==> src/design/bipr_pkg.sv <==
// Shared constants, types and helper functions of the isolated pixel removal block.
package bipr_pkg;

  // Geometry and storage.
  localparam int MAX_WIDTH   = 1024;
  localparam int STORE_DEPTH = 2 * MAX_WIDTH + 4;
  localparam int PTR_W       = $clog2(STORE_DEPTH);
  localparam int DIM_W       = 11;
  localparam int COL_W       = $clog2(MAX_WIDTH);
  localparam int PEND_W      = $clog2(MAX_WIDTH + 2);
  localparam int PIX_W       = 8;

  // Filter constants.
  localparam logic [PIX_W-1:0] WHITE     = 8'd255;
  localparam logic [3:0]       MIN_WHITE = 4'd3;

  // Configuration port.
  localparam int CFG_IDX_W  = 1;
  localparam int CFG_DATA_W = DIM_W;
  localparam logic [CFG_IDX_W-1:0] REG_IMAGE_WIDTH  = 1'b0;
  localparam logic [CFG_IDX_W-1:0] REG_IMAGE_HEIGHT = 1'b1;

  localparam logic [DIM_W-1:0] WIDTH_RESET  = DIM_W'(1024);
  localparam logic [DIM_W-1:0] HEIGHT_RESET = DIM_W'(1024);
  localparam logic [DIM_W-1:0] MIN_DIM      = DIM_W'(3);
  localparam logic [DIM_W-1:0] MAX_DIM_W    = DIM_W'(MAX_WIDTH);

  // Window reload sequencer, one-hot.
  typedef enum logic [4:0] {
    ST_RUN = 5'b00001,
    ST_R0  = 5'b00010,
    ST_R1  = 5'b00100,
    ST_R2  = 5'b01000,
    ST_R3  = 5'b10000
  } refill_e;

  // Pixel store access for one cycle.
  typedef struct packed {
    logic             a_we;
    logic [PTR_W-1:0] a_waddr;
    logic [PIX_W-1:0] a_wdata;
    logic             rd_en;
    logic [PTR_W-1:0] a0_addr;
    logic [PTR_W-1:0] a1_addr;
    logic [PTR_W-1:0] b_addr;
    logic             b_we;
    logic [PTR_W-1:0] b_waddr;
  } store_ctrl_t;

  // Window and filter control.
  typedef struct packed {
    logic             shift;
    logic             load_l;
    logic             load_c;
    logic             load_ml;
    logic             interior;
    logic             flush;
    logic             bypass;
    logic [PIX_W-1:0] byp_pixel;
  } filt_ctrl_t;

  // Modular add on store pointers; both operands are below STORE_DEPTH.
  function automatic logic [PTR_W-1:0] ptr_add(input logic [PTR_W-1:0] ptr,
                                               input logic [PTR_W-1:0] off);
    logic [PTR_W:0] sum;
    sum = {1'b0, ptr} + {1'b0, off};
    if (sum >= (PTR_W + 1)'(STORE_DEPTH)) begin
      sum = sum - (PTR_W + 1)'(STORE_DEPTH);
    end
    return sum[PTR_W-1:0];
  endfunction

endpackage

==> src/design/bipr_filter.sv <==
// 3x3 window registers, white neighbor count and the output pixel value.
module bipr_filter (
  input  logic                       clk_i,
  input  logic                       rst_ni,
  input  bipr_pkg::filt_ctrl_t       ctrl_i,
  input  logic [bipr_pkg::PIX_W-1:0] a0_data_i,
  input  logic [bipr_pkg::PIX_W-1:0] a1_data_i,
  input  logic [bipr_pkg::PIX_W-1:0] b_data_i,
  output logic [bipr_pkg::PIX_W-1:0] value_o
);
  import bipr_pkg::*;

  // Left and center columns; the right column comes from the store read.
  logic [PIX_W-1:0] top_l_q, top_c_q, mid_l_q, mid_c_q, bot_l_q, bot_c_q;
  logic [PIX_W-1:0] bot_r;
  logic [3:0]       white_cnt;
  logic [PIX_W-1:0] filtered;

  assign bot_r = ctrl_i.bypass ? ctrl_i.byp_pixel : a1_data_i;

  // Count the neighbors that are white and select the output pixel value.
  always_comb begin
    white_cnt = 4'((top_l_q == WHITE)) + 4'((top_c_q == WHITE)) + 4'((b_data_i == WHITE))
              + 4'((mid_l_q == WHITE)) + 4'((a0_data_i == WHITE))
              + 4'((bot_l_q == WHITE)) + 4'((bot_c_q == WHITE)) + 4'((bot_r == WHITE));
    filtered = (ctrl_i.interior && (white_cnt < MIN_WHITE)) ? '0 : mid_c_q;
    value_o  = ctrl_i.flush ? a0_data_i : filtered;
  end

  // Window shift on each filtered pixel, or reload column by column.
  always_ff @(posedge clk_i or negedge rst_ni) begin
    if (!rst_ni) begin
      top_l_q <= '0;
      top_c_q <= '0;
      mid_l_q <= '0;
      mid_c_q <= '0;
      bot_l_q <= '0;
      bot_c_q <= '0;
    end else if (ctrl_i.shift) begin
      top_l_q <= top_c_q;
      top_c_q <= b_data_i;
      mid_l_q <= value_o;
      mid_c_q <= a0_data_i;
      bot_l_q <= bot_c_q;
      bot_c_q <= bot_r;
    end else if (ctrl_i.load_l) begin
      top_l_q <= b_data_i;
      bot_l_q <= a0_data_i;
    end else if (ctrl_i.load_c) begin
      top_c_q <= b_data_i;
      mid_c_q <= a0_data_i;
      bot_c_q <= a1_data_i;
    end else if (ctrl_i.load_ml) begin
      mid_l_q <= b_data_i;
    end
  end

endmodule

==> config.mk <==
export PLATFORM = sky130hd
export DESIGN_NAME = bipr_filter
export DESIGN_NICKNAME = d
export VERILOG_FILES = /design/src/design/bipr_pkg.sv /design/src/design/bipr_filter.sv
export SDC_FILE = /design/constraint.sdc
export NUM_CORES = 1
export LEC_CHECK = 0
export BUFFER_PORTS_ARGS = -buffer_cell sky130_fd_sc_hd__buf_2
export CAP_MARGIN = 25
export CORE_MARGIN = 5
export CORE_UTILIZATION = 30
export DETAILED_ROUTE_END_ITERATION = 10
export PLACE_DENSITY = 0.52
export RECOVER_POWER = 50
export SETUP_SLACK_MARGIN = 0.2
export SYNTH_ARGS = -nofsm -noshare
export SYNTH_HDL_FRONTEND = slang
export SYNTH_SLANG_ARGS = --single-unit
==> constraint.sdc <==
create_clock -name clk_i -period 4.2 [get_ports clk_i]
set_input_delay 0.42 -clock clk_i [delete_from_list [all_inputs] [get_ports clk_i]]
set_output_delay 0.42 -clock clk_i [all_outputs]
set_load 0.01 [all_outputs]
=== Word level (Yosys, flattened, before mapping) ===
Cells that the tools add are included.

* Bits in registers: 48
* Bits of input ports: 41
* Output and inout bits: 8
* Logic and storage cells: 50

* Add/sub/neg operators: 7
* Order comparisons: 1
* Eq/ne operators: 10
* Multiplexer cells: 20
* Reductions and logical operators: 6

{| class="wikitable"
|+ Operators with widths
! cell !! number
|-
| two-way mux 8 bit || 20
|-
| equality test 8 bit, second input constant || 8
|-
| adder 4 x 1 -> 4 bit || 4
|-
| nonzero test 2 bit || 3
|-
| adder 3 x 1 -> 4 bit || 1
|-
| < comparator 4 x 2 -> 1 bit, second input constant || 1
|-
| != test 2 x 1 -> 1 bit, second input constant || 2
|-
| adder 2 x 1 -> 3 bit || 1
|-
| AND reduction 3 bit || 1
|-
| adder 1 x 1 -> 2 bit || 1
|-
| AND reduction 2 bit || 1
|-
| logical AND 1 bit || 1
|}

=== Longest topological paths before layout ===
* Depth after elaboration: 13
* Depth in mapped cells: 13
* Mapped depth without buffers: 13

=== Worst setup path after synthesis ===
Ideal clock, no wire load.

* Path kind: reg-to-output
* From: register top_l_q[0]
* To: output value_o[0] (netlist bit)
* Data arrival time: 3453 ps
* Required time: 3780 ps
* Path slack: 327 ps
* Stages on the path, launching flop included: 14
* Path buffers: 0
* Path through: dfrtp_1 -> nand4_1 -> nor2_1 -> fa_1 -> inv_1 -> fa_1 -> fa_1 -> inv_1 -> ha_1 -> fa_1 -> and2_1 -> a21oi_1 -> o21ai_0 -> nand2_1

* Word-level cells in the longest chain between the ends: 12

{| class="wikitable"
|+ Ends and longest elaborated chain
! what !! RTL line !! source
|-
| from (decl) || bipr_filter.sv:14 || <nowiki>logic [PIX_W-1:0] top_l_q, top_c_q, mid_l_q, mid_c_q, bot_l_q, bot_c_q;</nowiki>
|-
| from (signal assigned) || bipr_filter.sv:40 || <nowiki>top_l_q <= top_c_q;</nowiki>
|-
| from (signal assigned) || bipr_filter.sv:47 || <nowiki>top_l_q <= b_data_i;</nowiki>
|-
| equality test 8 bit || bipr_filter.sv:23 || <nowiki>white_cnt = 4'((top_l_q == WHITE)) + 4'((top_c_q == WHITE)) + 4'((b_data_i == WHITE))</nowiki>
|-
| adder 1 x 1 -> 2 bit || bipr_filter.sv:23 ||
|-
| adder 2 x 1 -> 3 bit || bipr_filter.sv:23 ||
|-
| adder 3 x 1 -> 4 bit || bipr_filter.sv:24 || <nowiki>+ 4'((mid_l_q == WHITE)) + 4'((a0_data_i == WHITE))</nowiki>
|-
| adder 4 x 1 -> 4 bit || bipr_filter.sv:24 ||
|-
| adder 4 x 1 -> 4 bit (3 in series) || bipr_filter.sv:25 || <nowiki>+ 4'((bot_l_q == WHITE)) + 4'((bot_c_q == WHITE)) + 4'((bot_r == WHITE));</nowiki>
|-
| < comparator 4 x 2 -> 1 bit || bipr_filter.sv:26 || <nowiki>filtered = (ctrl_i.interior && (white_cnt < MIN_WHITE)) ? '0 : mid_c_q;</nowiki>
|-
| logical AND 1 bit || bipr_filter.sv:26 ||
|-
| two-way mux 8 bit || bipr_filter.sv:26 ||
|-
| two-way mux 8 bit || bipr_filter.sv:27 || <nowiki>value_o = ctrl_i.flush ? a0_data_i : filtered;</nowiki>
|-
| to (decl) || bipr_filter.sv:9 || <nowiki>output logic [bipr_pkg::PIX_W-1:0] value_o</nowiki>
|}

No other way between the ends.

=== Worst setup path after layout ===
* From: register top_c_q[3]
* To: output value_o[0] (netlist bit)

* Word-level cells in the longest chain between the ends: 12

{| class="wikitable"
|+ Ends and longest elaborated chain
! what !! RTL line !! source
|-
| from (decl) || bipr_filter.sv:14 ||
|-
| from (signal assigned) || bipr_filter.sv:41 || <nowiki>top_c_q <= b_data_i;</nowiki>
|-
| from (signal assigned) || bipr_filter.sv:50 || <nowiki>top_c_q <= b_data_i;</nowiki>
|-
| equality test 8 bit || bipr_filter.sv:23 ||
|-
| adder 1 x 1 -> 2 bit || bipr_filter.sv:23 ||
|-
| adder 2 x 1 -> 3 bit || bipr_filter.sv:23 ||
|-
| adder 3 x 1 -> 4 bit || bipr_filter.sv:24 ||
|-
| adder 4 x 1 -> 4 bit || bipr_filter.sv:24 ||
|-
| adder 4 x 1 -> 4 bit (3 in series) || bipr_filter.sv:25 ||
|-
| < comparator 4 x 2 -> 1 bit || bipr_filter.sv:26 ||
|-
| logical AND 1 bit || bipr_filter.sv:26 ||
|-
| two-way mux 8 bit || bipr_filter.sv:26 ||
|-
| two-way mux 8 bit || bipr_filter.sv:27 ||
|}

No other way between the ends.

==> metrics.txt <==
die area=10500 sq um; hold crit path type=in -> reg; Gate Count Post-Synth=about 290; cell area after synthesis=2570 sq um; Root Buffer=clkbuf_8; total negative setup slack=0 ns; data required time at the worst endpoint=3.78 ns; global-route track usage on met1=0.182; worst-case setup margin in the final layout=around 0.045 ns; fraction of the cycle the final worst path needs=0.989; width of the chip=103 um; number of unique standard cell types used by synthesis=27; starting utilization of the core area=0.310; max-cap check violation count=1; RSZ-0062 raised after global routing=true; most numerous cell on the critical path=fa_1; placed cell areas=roughly 2900 sq um; power density over the cells=between 300 and 400 nW/um^2; DRC errors left=0; clock tree from TritonCTS=built; maximum single-stage delay on the critical path=slightly above 0.5 ns; vias in the first global route=~2.2k; proportion of power drawn by the clock network=0.314; number of antenna repair diodes=0; Ys Warns=0; time the final worst path needs with I/O delays and setup=between 4 and 5 ns; leakage power=roughly 1.5 nW; routed length per instance=14.7 um; net switching fraction of the power=0.276; final design area excluding fillers=roughly 3100 sq um; cell with the largest stage delay on the worst path=fa_1; maximum resistive drop on vdd=roughly 0.00017 V; violation count after the first detailed-route iteration=between 50 and 60; clock-pin slew on the worst setup and hold paths=0.09 ns; placeable core area=8300 sq um; total power=about 1.1 mW; run status=complete, but fails checks; HPWL after detailed placement=approximately 4.8 mm; Pre-Repair DR Iteration Count=4; fmax=0.241 GHz; cell chain of the critical path=nand4_1, nor2_2, fa_1, inv_1, fa_1, fa_1, inv_1, ha_2, fa_2, and2_4, a21oi_4, buf_6, o21ai_2, nand2_1, buf_2; Total GRT Usage=0.131; global-route track usage on met2=0.215; die height=roughly 100 um; class of the most critical setup path=reg -> out; global-route congestion overflow total=0; final wirelength=around 6.5 mm; buffer levels on the longest clock path=2; clk sink count=between 40 and 50; syn nets=~340; count of antenna-violating nets left after detailed routing=0; routability-driven placement congestion ratio=between 0.7 and 0.8; area growth from synthesis to layout=22.2%; clock network latency to the later pin of the worst-skew pair=about 0.3 ns; synthesized flop and latch total=48; setup-violating endpoint count in the final report=0; proportion of synthesized chip area in sequential cells=0.467; part of the power in registers=0.511; gr busiest metal=met2; type of element launching the critical path=flip-flop; share of final-layout standard cells stronger than drive strength 1=0.267; number of max-slew violations in the final report=49; crit path max fanout=4; total clock buffers created by CTS=5; final core utilization=0.379; wire length of the first global-routing pass=around 11 mm; detail-routed via count per cell=4.88; post-synthesis area per instance=between 8 and 9 sq um; Place WS=approximately 0.074 ns; internal power component=slightly below 800 uW; Final Net Count=388; violations in the final reports=max-capacitance violations, max-slew violations; CTS HTree Levels=2; CP Data Arrival Time=between 3 and 4 ns; type of destination of the critical path=output pin; count of standard-cell rows=33; number of vias after detailed routing=2175; transition at the pin with the smallest max-transition slack=2.63 ns; number of antenna violations at the first check in global routing=0; Comb power frac=0.175; global-route met3 utilization=0.0257; reported net switching power=just under 300 uW; Buffers on Ports=48; Top-Level Pins=between 40 and 50; clock skew=~0.008 ns; largest net degree at the start of global routing=53; worst-case headroom to the max-slew limit=-0.750; hold violation count in the final report=0
==> worst paths after layout <==
path	startpoint	endpoint	slack [ns]	cells past startpoint
min in group asynchronous	rst_ni	top_l_q[5]	1.03	2
setup reg to reg	top_c_q[3]	mid_l_q[3]	0.73	14
setup / recovery	top_c_q[3]	value_o[0]	0.04	15
hold / removal	a1_data_i[2]	bot_c_q[2]	0.37	3
hold reg to reg	mid_c_q[6]	mid_c_q[6]	0.46	2
max in group asynchronous	rst_ni	mid_c_q[7]	1.66	2
==> power groups by stage <==
| stage | Sequential (mW) | Combinational (mW) | Clock [mW] |
|---|---|---|---|
| after floorplan | 0.544 | 0.109 | 0 |
| after global placement | 0.553 | 0.173 | 0 |
| after detailed placement | 0.553 | 0.173 | 0 |
| after CTS | 0.543 | 0.184 | 0.343 |
| after global routing | 0.550 | 0.213 | 0.358 |
| final | 0.543 | 0.186 | 0.334 |
==> sequential cells by signal (all words and copies together), names as in the netlist <==
register and count:
bot_c_q 8, bot_l_q 8, mid_c_q 8, mid_l_q 8
top_c_q 8, top_l_q 8
==> what timing repair did <==
| item | in CTS | in global routing |
|---|---|---|
| resized for setup | 25 | 6 |
| hold buffers | 0 | 0 |
| setup buffers | 5 | 0 |
| pin swaps | 13 | 6 |
| setup endpoints to repair | 8 | 8 |
==> logic make-up after synthesis <==
group                    share of synthesized area
AND/OR/NAND/NOR                              0.264
multiplexers                                0.0666
buffers and inverters                       0.0379
adder cells (fa/ha/maj)                     0.0457
AO/OA/AOI/OAI                                0.119
flip-flops                                   0.467
==> layout make-up <==
| type | instances | area (sq um) |
|---|---|---|
| Inverter | 4 | 15.0 |
| Fill cell | 860 | 5160 |
| Tap cell | 105 | 131 |
| Timing Repair Buffer | 58 | 345 |
| Sequential cell | 48 | 1200 |
| Clock buffer | 6 | 72.6 |
| Clock inverter | 2 | 35.0 |
| Multi-Input combinational cell | 223 | 1340 |
==> synth_stat cells (all sizes together) <==
library cell / count / area (sq um)
nand2: 83 / 312
dfrtp: 48 / 1200
o21ai: 24 / 120
nor2: 22 / 82.6
nand4: 18 / 113
nor2b: 17 / 111
mux2i: 16 / 160
buf: 10 / 67.6
a211oi: 8 / 70.1
a31oi: 8 / 50.1
o22ai: 8 / 50.1
clkbuf: 4 / 15.0
fa: 4 / 80.1
inv: 4 / 15.0
a21oi: 3 / 15.0
ha: 3 / 37.5
or2: 3 / 18.8
nand2b: 2 / 12.5
and2: 1 / 6.26
mux2: 1 / 11.3
nor3: 1 / 5.00
nor3b: 1 / 18.8
==> cell usage in the layout, fill, tap and decap left out, types with 4 or more instances in the layout <==
| master | synthesis | layout |
|---|---|---|
| o21ai_2 | 0 | 8 |
| nand4_1 | 18 | 18 |
| a31oi_1 | 8 | 8 |
| o22ai_1 | 8 | 8 |
| nand2_1 | 83 | 80 |
| o21ai_1 | 8 | 8 |
| dfrtp_1 | 48 | 48 |
| buf_2 | 6 | 47 |
| clkbuf_8 | 0 | 5 |
| o21ai_0 | 16 | 8 |
| nor2b_1 | 15 | 15 |
| a211oi_1 | 6 | 6 |
| mux2i_1 | 16 | 16 |
| nor2_1 | 22 | 19 |
| inv_1 | 4 | 4 |
| buf_4 | 2 | 6 |
==> worst max-delay path: cells and delay by family, from the launching register on <==
| family | cells | cell delay, ns |
|---|---|---|
| and+or+nand+nor | 4 | 0.55 |
| buffers and inverters | 4 | 0.40 |
| AOI/OAI and AO/OA | 2 | 0.20 |
| adders and majority gates | 5 | 1.92 |
| DFF | 1 | 0.36 |
==> layer usage <==
layer,routed length [um],part of all wire,vias to the layer above
li1,-,-,1094
met3,307,0.047,9
met2,3070,0.47,51
met1,3110,0.48,1021
met4,46,0.0070,0
met5,0,0,-
==> stage by stage <==
step                hold WS (ns)  std cells
floorplan                  0.124        289
global placement           0.445        432
detailed placement         0.448        432
CTS                        0.239        445
global route               0.365        446
finish                     0.370        446
(Power assumes the default switching activity.)
