**src/design/bipr_pkg.sv**
```systemverilog
// Shared constants, types and helper functions of the isolated pixel removal block.
package bipr_pkg;

  // Geometry and storage.
  localparam int MAX_WIDTH   = 1024;
  localparam int STORE_DEPTH = 2 * MAX_WIDTH + 4;
  localparam int PTR_W       = $clog2(STORE_DEPTH);
  localparam int DIM_W       = 11;
  localparam int COL_W       = $clog2(MAX_WIDTH);
  localparam int PEND_W      = $clog2(MAX_WIDTH + 2);
  localparam int PIX_W       = 8;

  // Filter constants.
  localparam logic [PIX_W-1:0] WHITE     = 8'd255;
  localparam logic [3:0]       MIN_WHITE = 4'd3;

  // Configuration port.
  localparam int CFG_IDX_W  = 1;
  localparam int CFG_DATA_W = DIM_W;
  localparam logic [CFG_IDX_W-1:0] REG_IMAGE_WIDTH  = 1'b0;
  localparam logic [CFG_IDX_W-1:0] REG_IMAGE_HEIGHT = 1'b1;

  localparam logic [DIM_W-1:0] WIDTH_RESET  = DIM_W'(1024);
  localparam logic [DIM_W-1:0] HEIGHT_RESET = DIM_W'(1024);
  localparam logic [DIM_W-1:0] MIN_DIM      = DIM_W'(3);
  localparam logic [DIM_W-1:0] MAX_DIM_W    = DIM_W'(MAX_WIDTH);

  // Window reload sequencer, one-hot.
  typedef enum logic [4:0] {
    ST_RUN = 5'b00001,
    ST_R0  = 5'b00010,
    ST_R1  = 5'b00100,
    ST_R2  = 5'b01000,
    ST_R3  = 5'b10000
  } refill_e;

  // Pixel store access for one cycle.
  typedef struct packed {
    logic             a_we;
    logic [PTR_W-1:0] a_waddr;
    logic [PIX_W-1:0] a_wdata;
    logic             rd_en;
    logic [PTR_W-1:0] a0_addr;
    logic [PTR_W-1:0] a1_addr;
    logic [PTR_W-1:0] b_addr;
    logic             b_we;
    logic [PTR_W-1:0] b_waddr;
  } store_ctrl_t;

  // Window and filter control.
  typedef struct packed {
    logic             shift;
    logic             load_l;
    logic             load_c;
    logic             load_ml;
    logic             interior;
    logic             flush;
    logic             bypass;
    logic [PIX_W-1:0] byp_pixel;
  } filt_ctrl_t;

  // Modular add on store pointers; both operands are below STORE_DEPTH.
  function automatic logic [PTR_W-1:0] ptr_add(input logic [PTR_W-1:0] ptr,
                                               input logic [PTR_W-1:0] off);
    logic [PTR_W:0] sum;
    sum = {1'b0, ptr} + {1'b0, off};
    if (sum >= (PTR_W + 1)'(STORE_DEPTH)) begin
      sum = sum - (PTR_W + 1)'(STORE_DEPTH);
    end
    return sum[PTR_W-1:0];
  endfunction

endpackage

```
**src/design/bipr_if.sv**
```systemverilog
// Request channel interfaces for the pixel input and the filtered pixel output.
interface pix_in_if;
  import bipr_pkg::*;
  logic             valid;
  logic             ready;
  logic             mode;
  logic [PIX_W-1:0] pixel_in;

  modport source (output valid, output mode, output pixel_in, input ready);
  modport sink (input valid, input mode, input pixel_in, output ready);
endinterface


```
**src/design/bipr_seq.sv**
```systemverilog
// Configuration, pointers, frame position, window reload sequencer and the work stage.
module bipr_seq (
  input  logic                            clk_i,
  input  logic                            rst_ni,
  input  logic                            cfg_we_i,
  input  logic [bipr_pkg::CFG_IDX_W-1:0]  cfg_idx_i,
  input  logic [bipr_pkg::CFG_DATA_W-1:0] cfg_data_i,
  pix_in_if.sink                          pix_in_i,
  input  logic                            out_free_i,
  output bipr_pkg::store_ctrl_t           store_o,
  output bipr_pkg::filt_ctrl_t            filt_o,
  output logic                            advance_o,
  output logic                            last_o
);
  import bipr_pkg::*;

  logic [DIM_W-1:0]  width_q, height_q;
  logic [DIM_W-1:0]  w_eff, h_eff;
  logic [PTR_W-1:0]  w_ptr;
  logic [PTR_W-1:0]  wr_q, rd_q;
  logic [PEND_W-1:0] pend_q, pend_d;
  logic [COL_W-1:0]  col_q, col_d;
  logic [DIM_W-1:0]  row_q, row_d;
  logic [COL_W:0]    col_inc;
  logic [DIM_W:0]    row_inc;
  refill_e           state_q, state_d;
  logic              win_valid_q, win_valid_d;
  logic              need_refill, in_ready, accept, is_pixel, emit;
  logic              interior, last;
  logic [PTR_W-1:0]  off_a0, off_a1, off_b;
  logic [PTR_W-1:0]  a0_addr, a1_addr, b_addr;

  // Work stage registers.
  logic              s_valid_q, s_flush_q, s_interior_q, s_bypass_q, s_last_q;
  logic [PIX_W-1:0]  s_pixel_q;
  logic [PTR_W-1:0]  s_rd_q;

  // Configuration registers.
  always_ff @(posedge clk_i or negedge rst_ni) begin
    if (!rst_ni) begin
      width_q  <= WIDTH_RESET;
      height_q <= HEIGHT_RESET;
    end else if (cfg_we_i) begin
      unique case (cfg_idx_i)
        REG_IMAGE_WIDTH:  width_q  <= cfg_data_i;
        REG_IMAGE_HEIGHT: height_q <= cfg_data_i;
        default: ;
      endcase
    end
  end

  // Clamped geometry.
  always_comb begin
    w_eff = width_q;
    if (width_q < MIN_DIM) w_eff = MIN_DIM;
    if (width_q > MAX_DIM_W) w_eff = MAX_DIM_W;
    h_eff = (height_q < MIN_DIM) ? MIN_DIM : height_q;
    w_ptr = PTR_W'(w_eff);
  end

  // Handshake and item classification.
  assign need_refill = !win_valid_q && ({1'b0, pend_q} >= ({1'b0, w_eff} + 12'd1));
  assign in_ready    = (state_q == ST_RUN) && !need_refill && (!s_valid_q || out_free_i);
  assign pix_in_i.ready = in_ready;
  assign accept      = pix_in_i.valid && in_ready;
  assign is_pixel    = !pix_in_i.mode;
  assign emit        = is_pixel ? ({1'b0, pend_q} >= ({1'b0, w_eff} + 12'd1))
                                : (pend_q != '0);
  assign advance_o   = s_valid_q && out_free_i;

  // Position of the oldest pending pixel within the frame.
  always_comb begin
    interior = (row_q != '0) && (({1'b0, row_q} + 12'd1) < {1'b0, h_eff})
            && (col_q != '0) && (({1'b0, col_q} + 11'd1) < w_eff);
    last     = (row_q == (h_eff - DIM_W'(1))) && (({1'b0, col_q} + 11'd1) == w_eff);
    col_inc  = {1'b0, col_q} + (COL_W + 1)'(1);
    row_inc  = {1'b0, row_q} + (DIM_W + 1)'(1);
    if (col_inc >= w_eff) begin
      col_d = '0;
      row_d = (row_inc >= {1'b0, h_eff}) ? '0 : row_inc[DIM_W-1:0];
    end else begin
      col_d = col_inc[COL_W-1:0];
      row_d = (row_q >= h_eff) ? '0 : row_q;
    end
  end

  // Store read offsets, relative to the oldest pending pixel.
  always_comb begin
    off_a0 = '0;
    off_a1 = '0;
    off_b  = '0;
    unique case (state_q)
      ST_RUN: begin
        off_a0 = is_pixel ? PTR_W'(1) : '0;
        off_a1 = w_ptr + PTR_W'(1);
        off_b  = PTR_W'(STORE_DEPTH + 1) - w_ptr;
      end
      ST_R0: begin
        off_a0 = w_ptr - PTR_W'(1);
        off_b  = PTR_W'(STORE_DEPTH - 1) - w_ptr;
      end
      ST_R1: begin
        off_a1 = w_ptr;
        off_b  = PTR_W'(STORE_DEPTH) - w_ptr;
      end
      ST_R2: begin
        off_b  = PTR_W'(STORE_DEPTH - 1);
      end
      ST_R3: ;
      default: ;
    endcase
    a0_addr = ptr_add(rd_q, off_a0);
    a1_addr = ptr_add(rd_q, off_a1);
    b_addr  = ptr_add(rd_q, off_b);
  end

  // Store access.
  always_comb begin
    store_o.a_we    = accept && is_pixel;
    store_o.a_waddr = wr_q;
    store_o.a_wdata = pix_in_i.pixel_in;
    store_o.rd_en   = accept || (state_q == ST_R0) || (state_q == ST_R1)
                   || (state_q == ST_R2);
    store_o.a0_addr = a0_addr;
    store_o.a1_addr = a1_addr;
    store_o.b_addr  = b_addr;
    store_o.b_we    = advance_o;
    store_o.b_waddr = s_rd_q;
  end

  // Window reload sequencer.
  always_comb begin
    state_d     = state_q;
    win_valid_d = win_valid_q;
    unique case (state_q)
      ST_RUN: if (need_refill && !s_valid_q) state_d = ST_R0;
      ST_R0:  state_d = ST_R1;
      ST_R1:  state_d = ST_R2;
      ST_R2:  state_d = ST_R3;
      ST_R3: begin
        state_d     = ST_RUN;
        win_valid_d = 1'b1;
      end
      default: state_d = ST_RUN;
    endcase
    if (accept && !is_pixel && emit) win_valid_d = 1'b0;
    if (cfg_we_i) win_valid_d = 1'b0;
  end

  // Pending count follows pixels in and pixels out.
  always_comb begin
    pend_d = pend_q;
    if (accept) begin
      if (is_pixel && !emit) pend_d = pend_q + PEND_W'(1);
      else if (!is_pixel && emit) pend_d = pend_q - PEND_W'(1);
    end
  end

  // Pointers, position and sequencer state.
  always_ff @(posedge clk_i or negedge rst_ni) begin
    if (!rst_ni) begin
      wr_q        <= '0;
      rd_q        <= '0;
      pend_q      <= '0;
      col_q       <= '0;
      row_q       <= '0;
      state_q     <= ST_RUN;
      win_valid_q <= 1'b0;
    end else begin
      state_q     <= state_d;
      win_valid_q <= win_valid_d;
      pend_q      <= pend_d;
      if (accept && is_pixel) wr_q <= ptr_add(wr_q, PTR_W'(1));
      if (accept && emit) begin
        rd_q  <= ptr_add(rd_q, PTR_W'(1));
        col_q <= col_d;
        row_q <= row_d;
      end
    end
  end

  // Work stage: one emitted pixel at a time.
  always_ff @(posedge clk_i or negedge rst_ni) begin
    if (!rst_ni) begin
      s_valid_q <= 1'b0;
    end else if (accept) begin
      s_valid_q <= emit;
    end else if (advance_o) begin
      s_valid_q <= 1'b0;
    end
  end

  always_ff @(posedge clk_i) begin
    if (accept) begin
      s_flush_q    <= !is_pixel;
      s_interior_q <= interior;
      s_bypass_q   <= is_pixel && (a1_addr == wr_q);
      s_last_q     <= last;
      s_pixel_q    <= pix_in_i.pixel_in;
      s_rd_q       <= rd_q;
    end
  end

  // Filter control.
  always_comb begin
    filt_o.shift     = advance_o && !s_flush_q;
    filt_o.load_l    = (state_q == ST_R1);
    filt_o.load_c    = (state_q == ST_R2);
    filt_o.load_ml   = (state_q == ST_R3);
    filt_o.interior  = s_interior_q;
    filt_o.flush     = s_flush_q;
    filt_o.bypass    = s_bypass_q;
    filt_o.byp_pixel = s_pixel_q;
  end

  assign last_o = s_last_q;

  // The oldest pending pixel sits exactly the pending count behind the write pointer.
  a_ptr_gap: assert property (@(posedge clk_i) disable iff (!rst_ni)
    ptr_add(rd_q, PTR_W'(pend_q)) == wr_q)
    else $error("read and write pointers disagree with the pending count");

  // A filtered pixel only leaves with a loaded window.
  a_emit_window: assert property (@(posedge clk_i) disable iff (!rst_ni)
    (accept && is_pixel && emit) |-> win_valid_q)
    else $error("pixel filtered with a stale window");

  // A stalled work stage keeps its pixel and its store address.
  a_stage_hold: assert property (@(posedge clk_i) disable iff (!rst_ni)
    (s_valid_q && !out_free_i) |=> (s_valid_q && $stable(s_rd_q)))
    else $error("work stage lost a pixel under stall");

  // A reload never overlaps a pixel still in the work stage.
  a_refill_idle: assert property (@(posedge clk_i) disable iff (!rst_ni)
    (state_q != ST_RUN) |-> !s_valid_q)
    else $error("window reload while the work stage is busy");

  // Pending pixels never exceed one row and a pixel.
  a_pend_bound: assert property (@(posedge clk_i) disable iff (!rst_ni)
    {1'b0, pend_q} <= (PEND_W + 1)'(MAX_WIDTH + 1))
    else $error("pending count out of range");

endmodule

```
**src/flat_wrapper.sv**
```systemverilog
// flat-port wrapper written by rule: the top's interface ports become plain ports
module bipr_seq_flat import bipr_pkg::*;
  (clk_i, rst_ni, cfg_we_i, cfg_idx_i, cfg_data_i, out_free_i, store_o, filt_o, advance_o, last_o, pix_in_i_valid, pix_in_i_mode, pix_in_i_pixel_in, pix_in_i_ready);
  pix_in_if pix_in_i_i ();
  input  logic clk_i;
  input  logic rst_ni;
  input  logic cfg_we_i;
  input  logic [bipr_pkg::CFG_IDX_W-1:0] cfg_idx_i;
  input  logic [bipr_pkg::CFG_DATA_W-1:0] cfg_data_i;
  input  logic out_free_i;
  output bipr_pkg::store_ctrl_t store_o;
  output bipr_pkg::filt_ctrl_t filt_o;
  output logic advance_o;
  output logic last_o;
  input wire logic [$bits(pix_in_i_i.valid)-1:0] pix_in_i_valid;
  input wire logic [$bits(pix_in_i_i.mode)-1:0] pix_in_i_mode;
  input wire logic [$bits(pix_in_i_i.pixel_in)-1:0] pix_in_i_pixel_in;
  output wire logic [$bits(pix_in_i_i.ready)-1:0] pix_in_i_ready;
  assign pix_in_i_i.valid = pix_in_i_valid;
  assign pix_in_i_i.mode = pix_in_i_mode;
  assign pix_in_i_i.pixel_in = pix_in_i_pixel_in;
  assign pix_in_i_ready = pix_in_i_i.ready;
  bipr_seq u_core (.clk_i(clk_i), .rst_ni(rst_ni), .cfg_we_i(cfg_we_i), .cfg_idx_i(cfg_idx_i), .cfg_data_i(cfg_data_i), .pix_in_i(pix_in_i_i), .out_free_i(out_free_i), .store_o(store_o), .filt_o(filt_o), .advance_o(advance_o), .last_o(last_o));
endmodule
```
**config.mk**
```make
export PLATFORM = sky130hd
export DESIGN_NAME = bipr_seq_flat
export DESIGN_NICKNAME = d
export VERILOG_FILES = /design/src/design/bipr_pkg.sv /design/src/design/bipr_if.sv /design/src/design/bipr_seq.sv /design/src/flat_wrapper.sv
export SDC_FILE = /design/constraint.sdc
export NUM_CORES = 1
export LEC_CHECK = 0
export BUFFER_PORTS_ARGS = -buffer_cell sky130_fd_sc_hd__buf_2
export CAP_MARGIN = 20
export CORE_MARGIN = 3
export CORE_UTILIZATION = 46
export CTS_CLUSTER_SIZE = 14
export DETAILED_ROUTE_END_ITERATION = 10
export PLACE_DENSITY = 0.75
export SLEW_MARGIN = 15
export SYNTH_ARGS = -nofsm -noshare
export SYNTH_HDL_FRONTEND = slang
export SYNTH_SLANG_ARGS = --single-unit
```
**constraint.sdc**
```tcl
create_clock -name clk_i -period 8.5 [get_ports clk_i]
set_input_delay 1.7 -clock clk_i [delete_from_list [all_inputs] [get_ports clk_i]]
set_output_delay 1.7 -clock clk_i [all_outputs]
set_load 0.05 [all_outputs]
```
# Word level (Yosys, flattened, before mapping)

Cells that the tools add are included.

Add/subtract/negate cells: 20
Order comparisons: 14
Equal/unequal tests: 9
Mux-type cells: 26
Bitwise gates (word level): 1
Reduce and logical (&&, ||, !) cells: 39

Operators with widths:

| cell                                                                           | count |
|---|---|
| 11-bit 2-to-1 mux                                                              | 8 |
| 13-bit by 12-bit >= comparator with 1-bit output (second input constant)       | 5 |
| 12-bit 2-to-1 mux                                                              | 5 |
| 12-bit subtractor (second input constant)                                      | 5 |
| 12-bit case mux with 2 select lines                                            | 2 |
| 12-bit case mux with 4 select lines                                            | 1 |
| 12-bit by 12-bit adder with 13-bit output                                      | 3 |
| 12-bit by 11-bit subtractor with 12-bit output (first input constant)          | 3 |
| 12-bit by 1-bit adder with 13-bit output (second input constant)               | 2 |
| 11-bit by 1-bit adder with 12-bit output (second input constant)               | 2 |
| 11-bit equality test                                                           | 2 |
| 11-bit >= comparator                                                           | 2 |
| 11-bit by 2-bit less-than comparator with 1-bit output (second input constant) | 2 |
| 11-bit nonzero test                                                            | 2 |
| 11-bit by 1-bit subtractor with 11-bit output (second input constant)          | 2 |
| 5-bit case mux with 4 select lines                                             | 1 |
| 1-bit logical AND                                                              | 18 |
| 12-bit equality test                                                           | 1 |
| 11-bit by 12-bit >= comparator with 1-bit output                               | 1 |
| 12-bit by 11-bit >= comparator with 1-bit output                               | 1 |
| 12-bit by 11-bit less-than comparator with 1-bit output                        | 1 |
| 11-bit by 1-bit subtractor with 12-bit output (second input constant)          | 1 |
| 10-bit by 1-bit adder with 11-bit output (second input constant)               | 1 |
| 11-bit by 1-bit adder with 11-bit output (second input constant)               | 1 |
| 18 further kinds                                                               | 37 |

Bits in registers: 109
Bits of input ports: 26
Output and inout bits: 89
Logic and storage cells: 125

# Logic depth before layout (Yosys ltp)

Gate-level depths: netlist (run 1).

Depth after elaboration: 14
Depth in mapped cells: 28
Mapped depth without buffers: 27

# Worst setup path after synthesis (run 1)

OpenSTA, ideal clock, no wires.

Path type: reg-to-output
Start point: register u_core.width_q[9]
End point: output store_o[44] (netlist bit)
Arrival time: 5.370 ns
Data required time: 6.800 ns
Setup slack: 1.430 ns
Cell stages (with the launch flop): 20
Path buffers: 1
Cell sequence: dfrtp_1 -> nor4_1 -> a21oi_1 -> nor2_1 -> clkbuf_1 -> inv_1 -> ha_1 -> a211oi_1 -> xor2_1 -> nor2_1 -> ha_1 -> or3_1 -> o21a_1 -> a31o_2 -> a21oi_1 -> xnor2_1 -> or4_1 -> o31ai_4 -> nor3_1 -> xnor2_1

RTL lines:

| element                | line               | RTL |
|---|---|---|
| from (decl)            | bipr_seq.sv:17     | `logic [DIM_W-1:0] width_q, height_q;` |
| from (signal assigned) | bipr_seq.sv:45     | `REG_IMAGE_WIDTH: width_q <= cfg_data_i;` |
| to (decl)              | flat_wrapper.sv:11 | `output bipr_pkg::store_ctrl_t store_o;` |

==> results of run 1 <==
==> synth_stat cells (10+ instances only) <==
master    count
nor3_1       22
a31oi_1      15
a21o_1       16
xor2_1       54
nor4_1       19
o21bai_1     10
o22ai_1      17
inv_1        64
nor2_1       96
nand2b_1     20
or3_1        11
a21oi_1      57
edfxtp_1     24
clkbuf_1     45
nand4_1      19
buf_4        13
o21ai_0      84
and3_1       16
ha_1        114
nand3b_1     12
nand3_1      42
nand2_1     104
dfrtp_1      82
a211oi_1     11
xnor2_1     104
mux2_2       29
nor2b_1      24
==> power breakdown <==
part / total (mW) / internal [mW] / switching [mW]
clock network: 0.453 / 0.215 / 0.237
logic: 2.87 / 0.941 / 1.93
registers: 0.835 / 0.663 / 0.172
==> critical path, cell delays in order (launching register included) <==
cell	delay (ps)
dfrtp_1	480
nor4_1	470
a21oi_1	130
nor2_1	110
buf_4	190
ha_1	180
nand2_1	110
nor4_1	390
xnor2_1	300
o22ai_1	180
ha_1	400
a211oi_1	460
o21ai_0	210
o41ai_1	740
nand2b_1	280
and3_1	260
o22ai_1	220
buf_2	320
==> logic make-up after synthesis <==
kind of cell	after synthesis
muxes	32
and+or+nand+nor	432
DFF	109
AOI/OAI and AO/OA	305
adders and majority gates	118
xor gates and xnor gates	158
buffers and inverters	136
other	1
==> state kept, by name, indices dropped and copies added, names as in the netlist, 5 cells and up <==
name              count
u_core.row_q         11
u_core.height_q      11
u_core.width_q       11
u_core.pend_q        11
u_core.rd_q          12
u_core.wr_q          12
u_core.col_q         10
u_core.s_pixel_q      8
u_core.state_q        5
u_core.s_rd_q        12
==> cell type report <==
type                    instances  area (um2)  share of cell area (%)
multi-input cells            1047        7550                    62.7
flip-flops and latches        109        2850                    23.7
repair buffers                126         681                    5.65
well taps                     313         392                    3.25
inverters                      68         255                    2.12
clock buffers                   9         225                    1.87
clock inverters                 7        93.8                   0.779
==> layer usage <==
metal / track usage, % / routed length [um] / share of wire, %
met5: 0 / 0 / 0
met4: 6.15 / 598 / 2.1
met3: 2.68 / 1930 / 6.7
met2: 35.9 / 13200 / 46
met1: 30.5 / 13000 / 45
==> stage by stage <==
step           cell area, um2  setup WS, ps
5_1_grt                 12000           453
3_3_place_gp            11700          1450
6_report                12000          1020
3_5_place_dp            11700          1400
2_1_floorplan           11000          1430
4_1_cts                 12000          1050
==> cell usage in the layout (no fill, tap or decap), types with 54 or more instances in the layout <==
master	instances
dfrtp_1	82
a21oi_1	57
xor2_1	54
xnor2_1	104
o21ai_0	84
buf_2	114
nand2_1	104
ha_1	114
inv_1	64
nor2_1	96
==> path summary, 6_finish.rpt <==
path                                               startpoint  slack, ps  depth (start not counted)                       endpoint
worst min register to register   u_core.s_valid_q$_DFFE_PN0P_        500                          1  u_core.state_q[1]$_DFFE_PN0P_
worst max register to register  u_core.width_q[9]$_DFFE_PN0P_       1820                         28  u_core.pend_q[10]$_DFFE_PN0P_
worst min-delay path             u_core.s_valid_q$_DFFE_PN0P_        500                          1  u_core.state_q[1]$_DFFE_PN0P_
worst max-delay path            u_core.width_q[9]$_DFFE_PN0P_       1020                         17                    store_o[34]
max in group asynchronous                              rst_ni       6120                          2     u_core.wr_q[6]$_DFFE_PN0P_
min in group asynchronous                              rst_ni       1240                          1     u_core.rd_q[4]$_DFFE_PN0P_
==> insert_results.sql, run 1 <==
INSERT INTO impl_metrics (metric_group, metric, value, unit) VALUES
('run_status', 'outcome', 'finished clean', ''),
('hold_path', 'min-delay-path-class', 'reg -> reg', ''),
('final_layout', 'num-nets-final', '1505', ''),
('global_route', 'global_route.usage.total', '21.9', '%'),
('clock_network', 'cts_max_level', '3', ''),
('detailed_routing', 'detail_route.wl_per_cell', '17.1', 'um'),
('synth', 'syn_area', '11000', 'um2'),
('final_layout', 'finish.utilization', '52.3', '%'),
('timing', 'period_minus_slack', '7480', 'ps'),
('timing', 'finalClockSkew', '20.8', 'ps'),
('timing', 'headroom_to_the_max_slew_limit', '35.0', '%'),
('detailed_routing', 'via_count', '9991', ''),
('global_route', 'antenna_found_initial', '0', ''),
('synth', 'post_synth_and_or_nand_nor_area_fraction', '20.5', '%'),
('final_layout', 'n_antenna_cell', '0', ''),
('clock_network', 'clock_tree.root_cell', 'clkbuf_16', ''),
('pwr', 'vdd.ir_drop.worst', '287', 'uV'),
('final_layout', 'final_cell_count_no_fill', '1679', ''),
('final_layout', 'area_delta_synth_final', '9.88', '%'),
('synth', 'post-synth-top-area-cell', 'dfrtp_1', ''),
('synth', 'synth-main-ff-cell', 'dfrtp_1', ''),
('synth', 'ys_seq_area_share', '26.0', '%'),
('floorplan', 'dieWidth', '160', 'um'),
('synth', 'syn-instance-count', '1291', ''),
('timing', 'tns', '0', 'ps'),
('synth', 'syn-mean-instance-area', '8.49', 'um2'),
('synth', 'yosys.cell_types.count', '89', ''),
('final_layout', 'post_route_cells_drive_above_1_share', '14.6', '%'),
('setup_path', 'cp_max_fo', '12', ''),
('job', 'max_cap_viol_count', '0', ''),
('clock_network', 'clock_insertion_delay_worst_skew', '380', 'ps'),
('clock_network', 'cts_buffers', '9', ''),
('timing', 'fmaxAchievable', '134', 'MHz'),
('detailed_routing', 'viasPerCell', '5.95', ''),
('global_route', 'first_global_vias', '9397', ''),
('detailed_routing', 'dr.pass1.iters', '6', ''),
('setup_path', 'cp_data_required_time', '6800', 'ps'),
('clock_network', 'post_cts.resized_instances', '0', ''),
('detailed_routing', 'drc', '0', ''),
('clock_network', 'clkSinkCount', '109', ''),
('floorplan', 'io_pins', '115', ''),
('timing', 'finalHoldViolCount', '0', ''),
('synth', 'synth_top_family_by_area', 'simple AND/OR/NAND/NOR gates', ''),
('pwr', 'pwr_density', '345', 'nW/um2'),
('clock_network', 'clk_path_buf_depth', '2', ''),
('placed_design', 'placed_wire_length_estimate', '22200', 'um'),
('clock_network', 'postCtsSetupBuffers', '0', ''),
('synth', 'ys_warnings', '0', ''),
('detailed_routing', 'drt_wirelength', '28700', 'um'),
('timing', 'rsz0062_at_grt', 'no', ''),
('global_route', 'grt_start_max_net_pins', '62', ''),
('synth', 'synth-compound-area-share', '18.6', '%'),
('clock_network', 'tritoncts', 'yes', ''),
('floorplan', 'start_util', '47.6', '%'),
('timing', 'finalSetupViolCount', '0', ''),
('synth', 'synthTopCellsByArea', 'dfrtp_1, ha_1, xnor2_1', ''),
('synth', 'synth-edff-count', '24', ''),
('synth', 'total_of_flip_flops_plus_latches_after_synthesis', '109', ''),
('setup_path', 'start_kind', 'flip-flop', ''),
('detailed_routing', 'ant_nets', '0', ''),
('floorplan', 'core_area', '23100', 'um2'),
('timing', 'final-max-slew-violation-count', '0', ''),
('pwr', 'leakagePower', '5.40', 'nW'),
('synth', 'synth-async-reset-ratio', '78.0', '%'),
('setup_path', 'arrival', '5780', 'ps'),
('setup_path', 'end_kind', 'output pin', ''),
('setup_path', 'timing.setup.critical_path_class', 'reg -> out', ''),
('pwr', 'finalPower', '4.16', 'mW'),
('timing', 'worst-slew-pin-transition', '973', 'ps'),
('timing', 'holdWs', '503', 'ps'),
('global_route', 'grt_overflow_total', '0', ''),
('synth', 'adder_and_majority_cell_fraction_of_the_synthesized_area', '13.7', '%'),
('synth', 'synth_top_area_share', '18.7', '%'),
('clock_network', 'clk_pin_slew', '80', 'ps'),
('floorplan', 'placementRows', '55', ''),
('floorplan', 'dieArea', '25700', 'um2'),
('final_layout', 'layout.filler_cells', '2145', ''),
('detailed_routing', 'drtIter0Drc', '801', ''),
('synth', 'synth_xor_area_share', '12.6', '%'),
('placed_design', 'placed_instance_count', '1663', ''),
('placed_design', 'gp_congestion', '0.950', ''),
('placed_design', 'port_buffers', '114', ''),
('global_route', 'grt_pass1_wl', '47100', 'um'),
('timing', 'fin_crit_sh', '88.0', '%'),
('floorplan', 'floorplan.die.height', '160', 'um'),
('clock_network', 'ctsHoldBuffers', '0', ''),
('synth', 'synth_mux_area_share', '3.31', '%');
No activity file was read; power rests on OpenSTA's default activity.
==> run 2, diff against run 1 <==
--- a/config.mk
+++ b/config.mk
@@ -11,7 +11,6 @@
 export CORE_UTILIZATION = 46
 export CTS_CLUSTER_SIZE = 14
 export DETAILED_ROUTE_END_ITERATION = 10
-export PLACE_DENSITY = 0.75
 export SLEW_MARGIN = 15
 export SYNTH_ARGS = -nofsm -noshare
 export SYNTH_HDL_FRONTEND = slang
==> constraint.sdc (replaced) <==
create_clock -name clk_i -period 8.5 [get_ports clk_i]
set_input_delay 1.7 -clock clk_i [delete_from_list [all_inputs] [get_ports clk_i]]
set_output_delay 1.7 -clock clk_i [all_outputs]
set_load 0.1 [all_outputs]
==> insert_results.sql, run 2 (synthesis results as in run 1) <==
INSERT INTO impl_metrics (metric_group, metric, value, unit) VALUES
('final_layout', 'mostFrequentLayoutCell', 'ha_1', ''),
('setup_path', 'critical_path.slowest_cell', 'or4_1', ''),
('detailed_routing', 'drc', '0', ''),
('setup_path', 'worstSetupStartpoint', 'u_core.width_q[9]$_DFFE_PN0P_', ''),
('timing', 'finalHoldViolCount', '0', ''),
('setup_path', 'cp_max_fo', '12', ''),
('global_route', 'grt_pass1_wl', '46500', 'um'),
('floorplan', 'core_area', '23100', 'um2'),
('hold_path', 'hold_end', 'u_core.state_q[1]$_DFFE_PN0P_', ''),
('setup_path', 'crit_path_max_incr_delay', '620', 'ps'),
('final_layout', 'layout_common_cells', 'ha_1, buf_2, nand2_1, xnor2_1, nor2_1', ''),
('final_layout', 'n_antenna_cell', '0', ''),
('detailed_routing', 'viasPerCell', '5.73', ''),
('timing', 'headroom_to_the_max_slew_limit', '31.0', '%'),
('clock_network', 'ctsHoldBuffers', '0', ''),
('timing', 'fmaxAchievable', '132', 'MHz'),
('clock_network', 'post_cts.resized_instances', '0', ''),
('timing', 'final-max-slew-violation-count', '0', ''),
('timing', 'period_minus_slack', '7600', 'ps'),
('timing', 'finalClockSkew', '15.2', 'ps'),
('floorplan', 'start_util', '47.6', '%'),
('detailed_routing', 'wl_met1', '14000', 'um'),
('hold_path', 'min-delay-path-class', 'reg -> reg', ''),
('clock_network', 'clk_pin_slew', '80', 'ps'),
('timing', 'fin_crit_sh', '89.4', '%'),
('final_layout', 'num-nets-final', '1503', ''),
('timing', 'finalSetupViolCount', '0', ''),
('clock_network', 'clkSinkCount', '109', ''),
('job', 'max_cap_viol_count', '0', ''),
('setup_path', 'regToRegEndpoint', 'u_core.pend_q[10]$_DFFE_PN0P_', ''),
('clock_network', 'tritoncts', 'yes', ''),
('detailed_routing', 'top_signal_layer_used', 'met4', ''),
('clock_network', 'clock_tree.root_cell', 'clkbuf_16', ''),
('global_route', 'global_route.usage.total', '21.8', '%'),
('run_status', 'outcome', 'finished clean', ''),
('global_route', 'antenna_found_initial', '0', ''),
('final_layout', 'area_delta_synth_final', '9.53', '%'),
('clock_network', 'clk_path_buf_depth', '2', ''),
('floorplan', 'dieWidth', '160', 'um'),
('timing', 'worst-slew-pin-transition', '1030', 'ps'),
('detailed_routing', 'met2_length', '12500', 'um'),
('global_route', 'first_global_vias', '8912', ''),
('placed_design', 'placed_wire_length_estimate', '22000', 'um'),
('clock_network', 'cts_buffers', '9', ''),
('hold_path', 'hp-start', 'u_core.s_valid_q$_DFFE_PN0P_', ''),
('setup_path', 'timing.setup.critical_path_class', 'reg -> out', ''),
('hold_path', 'worst_hold_path_stage_count', '1', ''),
('setup_path', 'timing.rr.start', 'u_core.width_q[9]$_DFFE_PN0P_', ''),
('setup_path', 'kind_of_cell_adding_the_most_delay_to_the_critical_path', 'simple AND/OR/NAND/NOR gates', ''),
('global_route', 'grt_start_max_net_pins', '65', ''),
('setup_path', 'timing.critical_path.buf_inv', '3', ''),
('setup_path', 'path_cells', 'nor4_1 -> a21oi_1 -> nor2_1 -> buf_4 -> inv_1 -> ha_1 -> a211oi_1 -> nand4_1 -> a21oi_1 -> nor2_1 -> ha_1 -> and2_1 -> nor2b_1 -> a2111oi_0 -> nand3_1 -> or4_1 -> o31ai_4 -> nand2b_1 -> xnor2_1 -> buf_2', ''),
('global_route', 'grt_overflow_total', '0', ''),
('clock_network', 'cts_max_level', '3', ''),
('final_layout', 'layout.filler_cells', '2211', ''),
('detailed_routing', 'dr.pass1.iters', '5', ''),
('detailed_routing', 'ant_nets', '0', ''),
('timing', 'rsz0062_at_grt', 'no', ''),
('detailed_routing', 'drtIter0Drc', '706', ''),
('setup_path', 'end_kind', 'output pin', ''),
('placed_design', 'gp_congestion', '0.898', ''),
('floorplan', 'dieArea', '25700', 'um2'),
('detailed_routing', 'via_count', '9610', ''),
('placed_design', 'port_buffers', '114', ''),
('clock_network', 'postCtsSetupBuffers', '0', ''),
('floorplan', 'floorplan.die.height', '160', 'um'),
('clock_network', 'clock_insertion_delay_worst_skew', '370', 'ps'),
('detailed_routing', 'detail_route.wl_per_cell', '16.9', 'um'),
('detailed_routing', 'drt_wirelength', '28400', 'um'),
('setup_path', 'cp_data_required_time', '6800', 'ps'),
('final_layout', 'largest_registers', 'u_core.rd_q (12), u_core.s_rd_q (12), u_core.wr_q (12)', ''),
('floorplan', 'io_pins', '115', ''),
('timing', 'tns', '0', 'ps'),
('detailed_routing', 'detailroute.wirelength.met3', '1200', 'um'),
('setup_path', 'arrival', '5900', 'ps'),
('setup_path', 'start_kind', 'flip-flop', ''),
('setup_path', 'rr_worst_depth', '28', ''),
('setup_path', 'reg2reg_setup_slack', '1920', 'ps'),
('final_layout', 'post_route_cells_drive_above_1_share', '14.5', '%'),
('floorplan', 'placementRows', '55', '');
==> run 2: cell count changes in the layout (fill, tap and decap cells not counted), sizes merged <==
cell	previous run	this run
buf	126	124
bufinv	0	1
clkinv	6	5
==> run 2: through the flow <==
| stage | std cells | worst slack (ps) | utilization (%) | instance area [um2] | hold slack [ps] |
|---|---|---|---|---|---|
| final | 1677 | 899 | 52.1 | 12000 | 502 |
| after floorplan | 1292 | 410 | - | 11000 | 438 |
| after detailed placement | 1661 | 1300 | 50.7 | 11700 | 479 |
| after CTS | 1677 | 917 | 52.1 | 12000 | 492 |
| after global placement | 1661 | 1400 | 50.7 | 11700 | 478 |
| after global routing | 1677 | 382 | 52.1 | 12000 | 505 |
==> run 2: layer usage <==
layer	global-route usage [%]	up-vias
met2	34.2	242
li1	-	4792
met1	31.7	4527
met3	2.50	49
met5	0	-
met4	6.47	0
==> run 2: worst max-delay path by stage <==
stage,end,slack [ps],depth (start not counted)
floorplan,store_o[16],410,20
global placement,store_o[41],1400,16
detailed placement,store_o[41],1300,16
CTS,store_o[41],920,18
global route,store_o[41],380,18
finish,store_o[41],900,20
==> run 2: area by class of cell <==
cell class                 instances  area (um2)  area share (%)
multi-input combinational       1047        7550            62.9
sequential                       109        2850            23.7
tap                              313         392            3.26
clock buffer                       9         225            1.88
timing repair buffer             124         648            5.40
clock inverter                     7        87.6           0.729
inverter                          68         255            2.13
==> run 2: worst register-to-register path, delay by kind of cell (launching register included) <==
kind	cells	cell delay, ps
flops	1	470
mux	1	250
simple gates	7	1480
xor+xnor	3	570
fa+ha+maj	4	1110
buf+inv	2	400
compound gates	11	2200
Power of run 2 is left out: the tool's default activity adds up to more than one toggle a clock period on the data nets, which glitch-free logic cannot reach.
==> run 3, diff against run 2 <==
--- a/config.mk
+++ b/config.mk
@@ -11,6 +11,8 @@
 export CORE_UTILIZATION = 46
 export CTS_CLUSTER_SIZE = 14
 export DETAILED_ROUTE_END_ITERATION = 10
+export GPL_TIMING_DRIVEN = 0
+export RECOVER_POWER = 100
 export SLEW_MARGIN = 15
 export SYNTH_ARGS = -nofsm -noshare
 export SYNTH_HDL_FRONTEND = slang
==> constraint.sdc (replaced) <==
create_clock -name clk_i -period 8.5 [get_ports clk_i]
set_input_delay 0 -clock clk_i [delete_from_list [all_inputs] [get_ports clk_i]]
set_output_delay 0 -clock clk_i [all_outputs]
set_load 0.1 [all_outputs]
==> insert_results.sql, run 3 (synthesis results as in run 1) <==
INSERT INTO impl_metrics (metric_group, metric, value, unit) VALUES
('detailed_routing', 'ant_nets', '0', ''),
('global_route', 'grt_start_max_net_pins', '64', ''),
('floorplan', 'start_util', '47.6', '%'),
('global_route', 'grt_overflow_total', '0', ''),
('final_layout', 'layout.filler_cells', '2266', ''),
('clock_network', 'clk_pin_slew', '80', 'ps'),
('final_layout', 'n_antenna_cell', '0', ''),
('clock_network', 'tritoncts', 'yes', ''),
('clock_network', 'cts_max_level', '3', ''),
('detailed_routing', 'drtIter0Drc', '626', ''),
('floorplan', 'dieWidth', '160', 'um'),
('floorplan', 'core_area', '23100', 'um2'),
('timing', 'tns', '0', 'ps'),
('setup_path', 'end_kind', 'output pin', ''),
('setup_path', 'timing.setup.critical_path_class', 'reg -> out', ''),
('floorplan', 'floorplan.die.height', '160', 'um'),
('timing', 'worst-slew-pin-transition', '3480', 'ps'),
('clock_network', 'postCtsSetupBuffers', '0', ''),
('run_status', 'outcome', 'complete, but fails checks', ''),
('setup_path', 'arrival', '7450', 'ps'),
('detailed_routing', 'via_count', '9949', ''),
('setup_path', 'start_kind', 'flip-flop', ''),
('timing', 'fin_crit_sh', '87.6', '%'),
('job', 'max_cap_viol_count', '2', ''),
('detailed_routing', 'detail_route.wl_per_cell', '16.9', 'um'),
('global_route', 'grt_pass1_wl', '48200', 'um'),
('timing', 'headroom_to_the_max_slew_limit', '-132', '%'),
('placed_design', 'preCtsSetupSlack', '1650', 'ps'),
('timing', 'finalSetupViolCount', '0', ''),
('placed_design', 'port_buffers', '114', ''),
('timing', 'period_minus_slack', '7450', 'ps'),
('timing', 'rsz0062_at_grt', 'no', ''),
('clock_network', 'clkSinkCount', '109', ''),
('detailed_routing', 'dr.pass1.iters', '5', ''),
('detailed_routing', 'drt_wirelength', '29800', 'um'),
('global_route', 'global_route.usage.total', '22.8', '%'),
('detailed_routing', 'viasPerCell', '5.65', ''),
('clock_network', 'cts_buffers', '9', ''),
('setup_path', 'cp_max_fo', '10', ''),
('run_status', 'violations', 'capacitance limit, slew limit', ''),
('final_layout', 'post_route_cells_drive_above_1_share', '7.12', '%'),
('floorplan', 'placementRows', '55', ''),
('global_route', 'antenna_found_initial', '0', ''),
('setup_path', 'cp_data_required_time', '8500', 'ps'),
('placed_design', 'gp_congestion', '0.920', ''),
('final_layout', 'num-nets-final', '1586', ''),
('floorplan', 'io_pins', '115', ''),
('clock_network', 'clock_insertion_delay_worst_skew', '360', 'ps'),
('detailed_routing', 'drc', '0', ''),
('floorplan', 'dieArea', '25700', 'um2'),
('final_layout', 'area_delta_synth_final', '12.2', '%'),
('placed_design', 'placed_wire_length_estimate', '23300', 'um'),
('timing', 'final-max-slew-violation-count', '64', ''),
('timing', 'finalClockSkew', '8.00', 'ps'),
('timing', 'setup_ws', '1050', 'ps'),
('clock_network', 'post_cts.resized_instances', '0', ''),
('global_route', 'first_global_vias', '9175', ''),
('clock_network', 'clock_tree.root_cell', 'clkbuf_16', ''),
('final_layout', 'mostFrequentLayoutCell', 'clkbuf_1', ''),
('timing', 'fmaxAchievable', '134', 'MHz'),
('timing', 'finalHoldViolCount', '0', ''),
('clock_network', 'clk_path_buf_depth', '2', ''),
('hold_path', 'min-delay-path-class', 'in -> reg', ''),
('final_layout', 'layout_common_cells', 'clkbuf_1, ha_1, nand2_1, xnor2_1, nor2_1', ''),
('final_layout', 'largest_registers', 'u_core.rd_q (12), u_core.s_rd_q (12), u_core.wr_q (12)', '');
## run 3: cell count changes in the layout (fill, tap and decap cells not counted), moves of 4 or more
cell / change
buf_2: -92
clkbuf_1: +143
buf_1: +4
dlygate4sd3_1: +24
## run 3: worst paths after layout
check	start	endpoint	slack, ps	cells past startpoint
worst max-delay path	u_core.width_q[9]$_DFFE_PN0P_	store_o[41]	1050	20
worst min-delay path	cfg_idx_i	u_core.width_q[1]$_DFFE_PN0P_	60	3
worst max register to register	u_core.width_q[9]$_DFFE_PN0P_	u_core.pend_q[10]$_DFFE_PN0P_	1540	28
worst min register to register	u_core.s_valid_q$_DFFE_PN0P_	u_core.state_q[1]$_DFFE_PN0P_	510	1
max in group asynchronous	rst_ni	u_core.wr_q[0]$_DFFE_PN0P_	4000	3
min in group asynchronous	rst_ni	u_core.col_q[2]$_DFFE_PN0P_	530	2
## run 3: through the flow
stage | std cells | hold slack, ps | instance area (um2) | util (%)
5_1_grt | 1760 | 75.8 | 12300 | 53.4
3_3_place_gp | 1719 | 198 | 11900 | 51.8
2_1_floorplan | 1292 | -296 | 11000 | -
3_5_place_dp | 1720 | -110 | 12000 | 51.9
6_report | 1760 | 64.5 | 12300 | 53.4
4_1_cts | 1760 | 55.9 | 12500 | 54.2
## run 3: layout make-up
| type | instances | area [um2] | area share, % |
|---|---|---|---|
| inverters | 68 | 255 | 2.08 |
| clock buffers | 10 | 239 | 1.94 |
| flip-flops and latches | 109 | 2850 | 23.2 |
| repair buffers | 139 | 694 | 5.65 |
| multi-input cells | 1047 | 7510 | 61.1 |
| well taps | 313 | 392 | 3.18 |
| clock inverters | 6 | 46.3 | 0.376 |
| plain buffers | 68 | 310 | 2.52 |
## run 3: repair_timing
| action | in CTS | in global routing |
|---|---|---|
| endpoints found under the hold margin | 116 | 0 |
| hold buffers | 24 | 0 |
| endpoints found under the setup margin | 0 | 0 |
## run 3: worst max-delay path: stages, from the launching register on
cell       delay, ps
dfrtp_1          470
nor4_1           470
a21oi_1          160
nor2_1           190
clkbuf_1         410
inv_1            170
ha_1             250
a211oi_1         420
nand4_1          150
a21oi_1          290
nor2_1            90
ha_1             400
and2_1           220
nor2b_1          120
a2111oi_0        370
nand3_1          210
or4_1            590
o31ai_1          870
nand2b_1         220
xnor2_1          130
clkbuf_1         880
## run 3: per-layer routing
layer / track usage (%) / routed length [um]
met2: 36.3 / 13500
met5: 0 / 0
met1: 32.4 / 14200
met4: 6.07 / 581
met3: 3.10 / 1500
Power of run 3 is left out for the same reason.
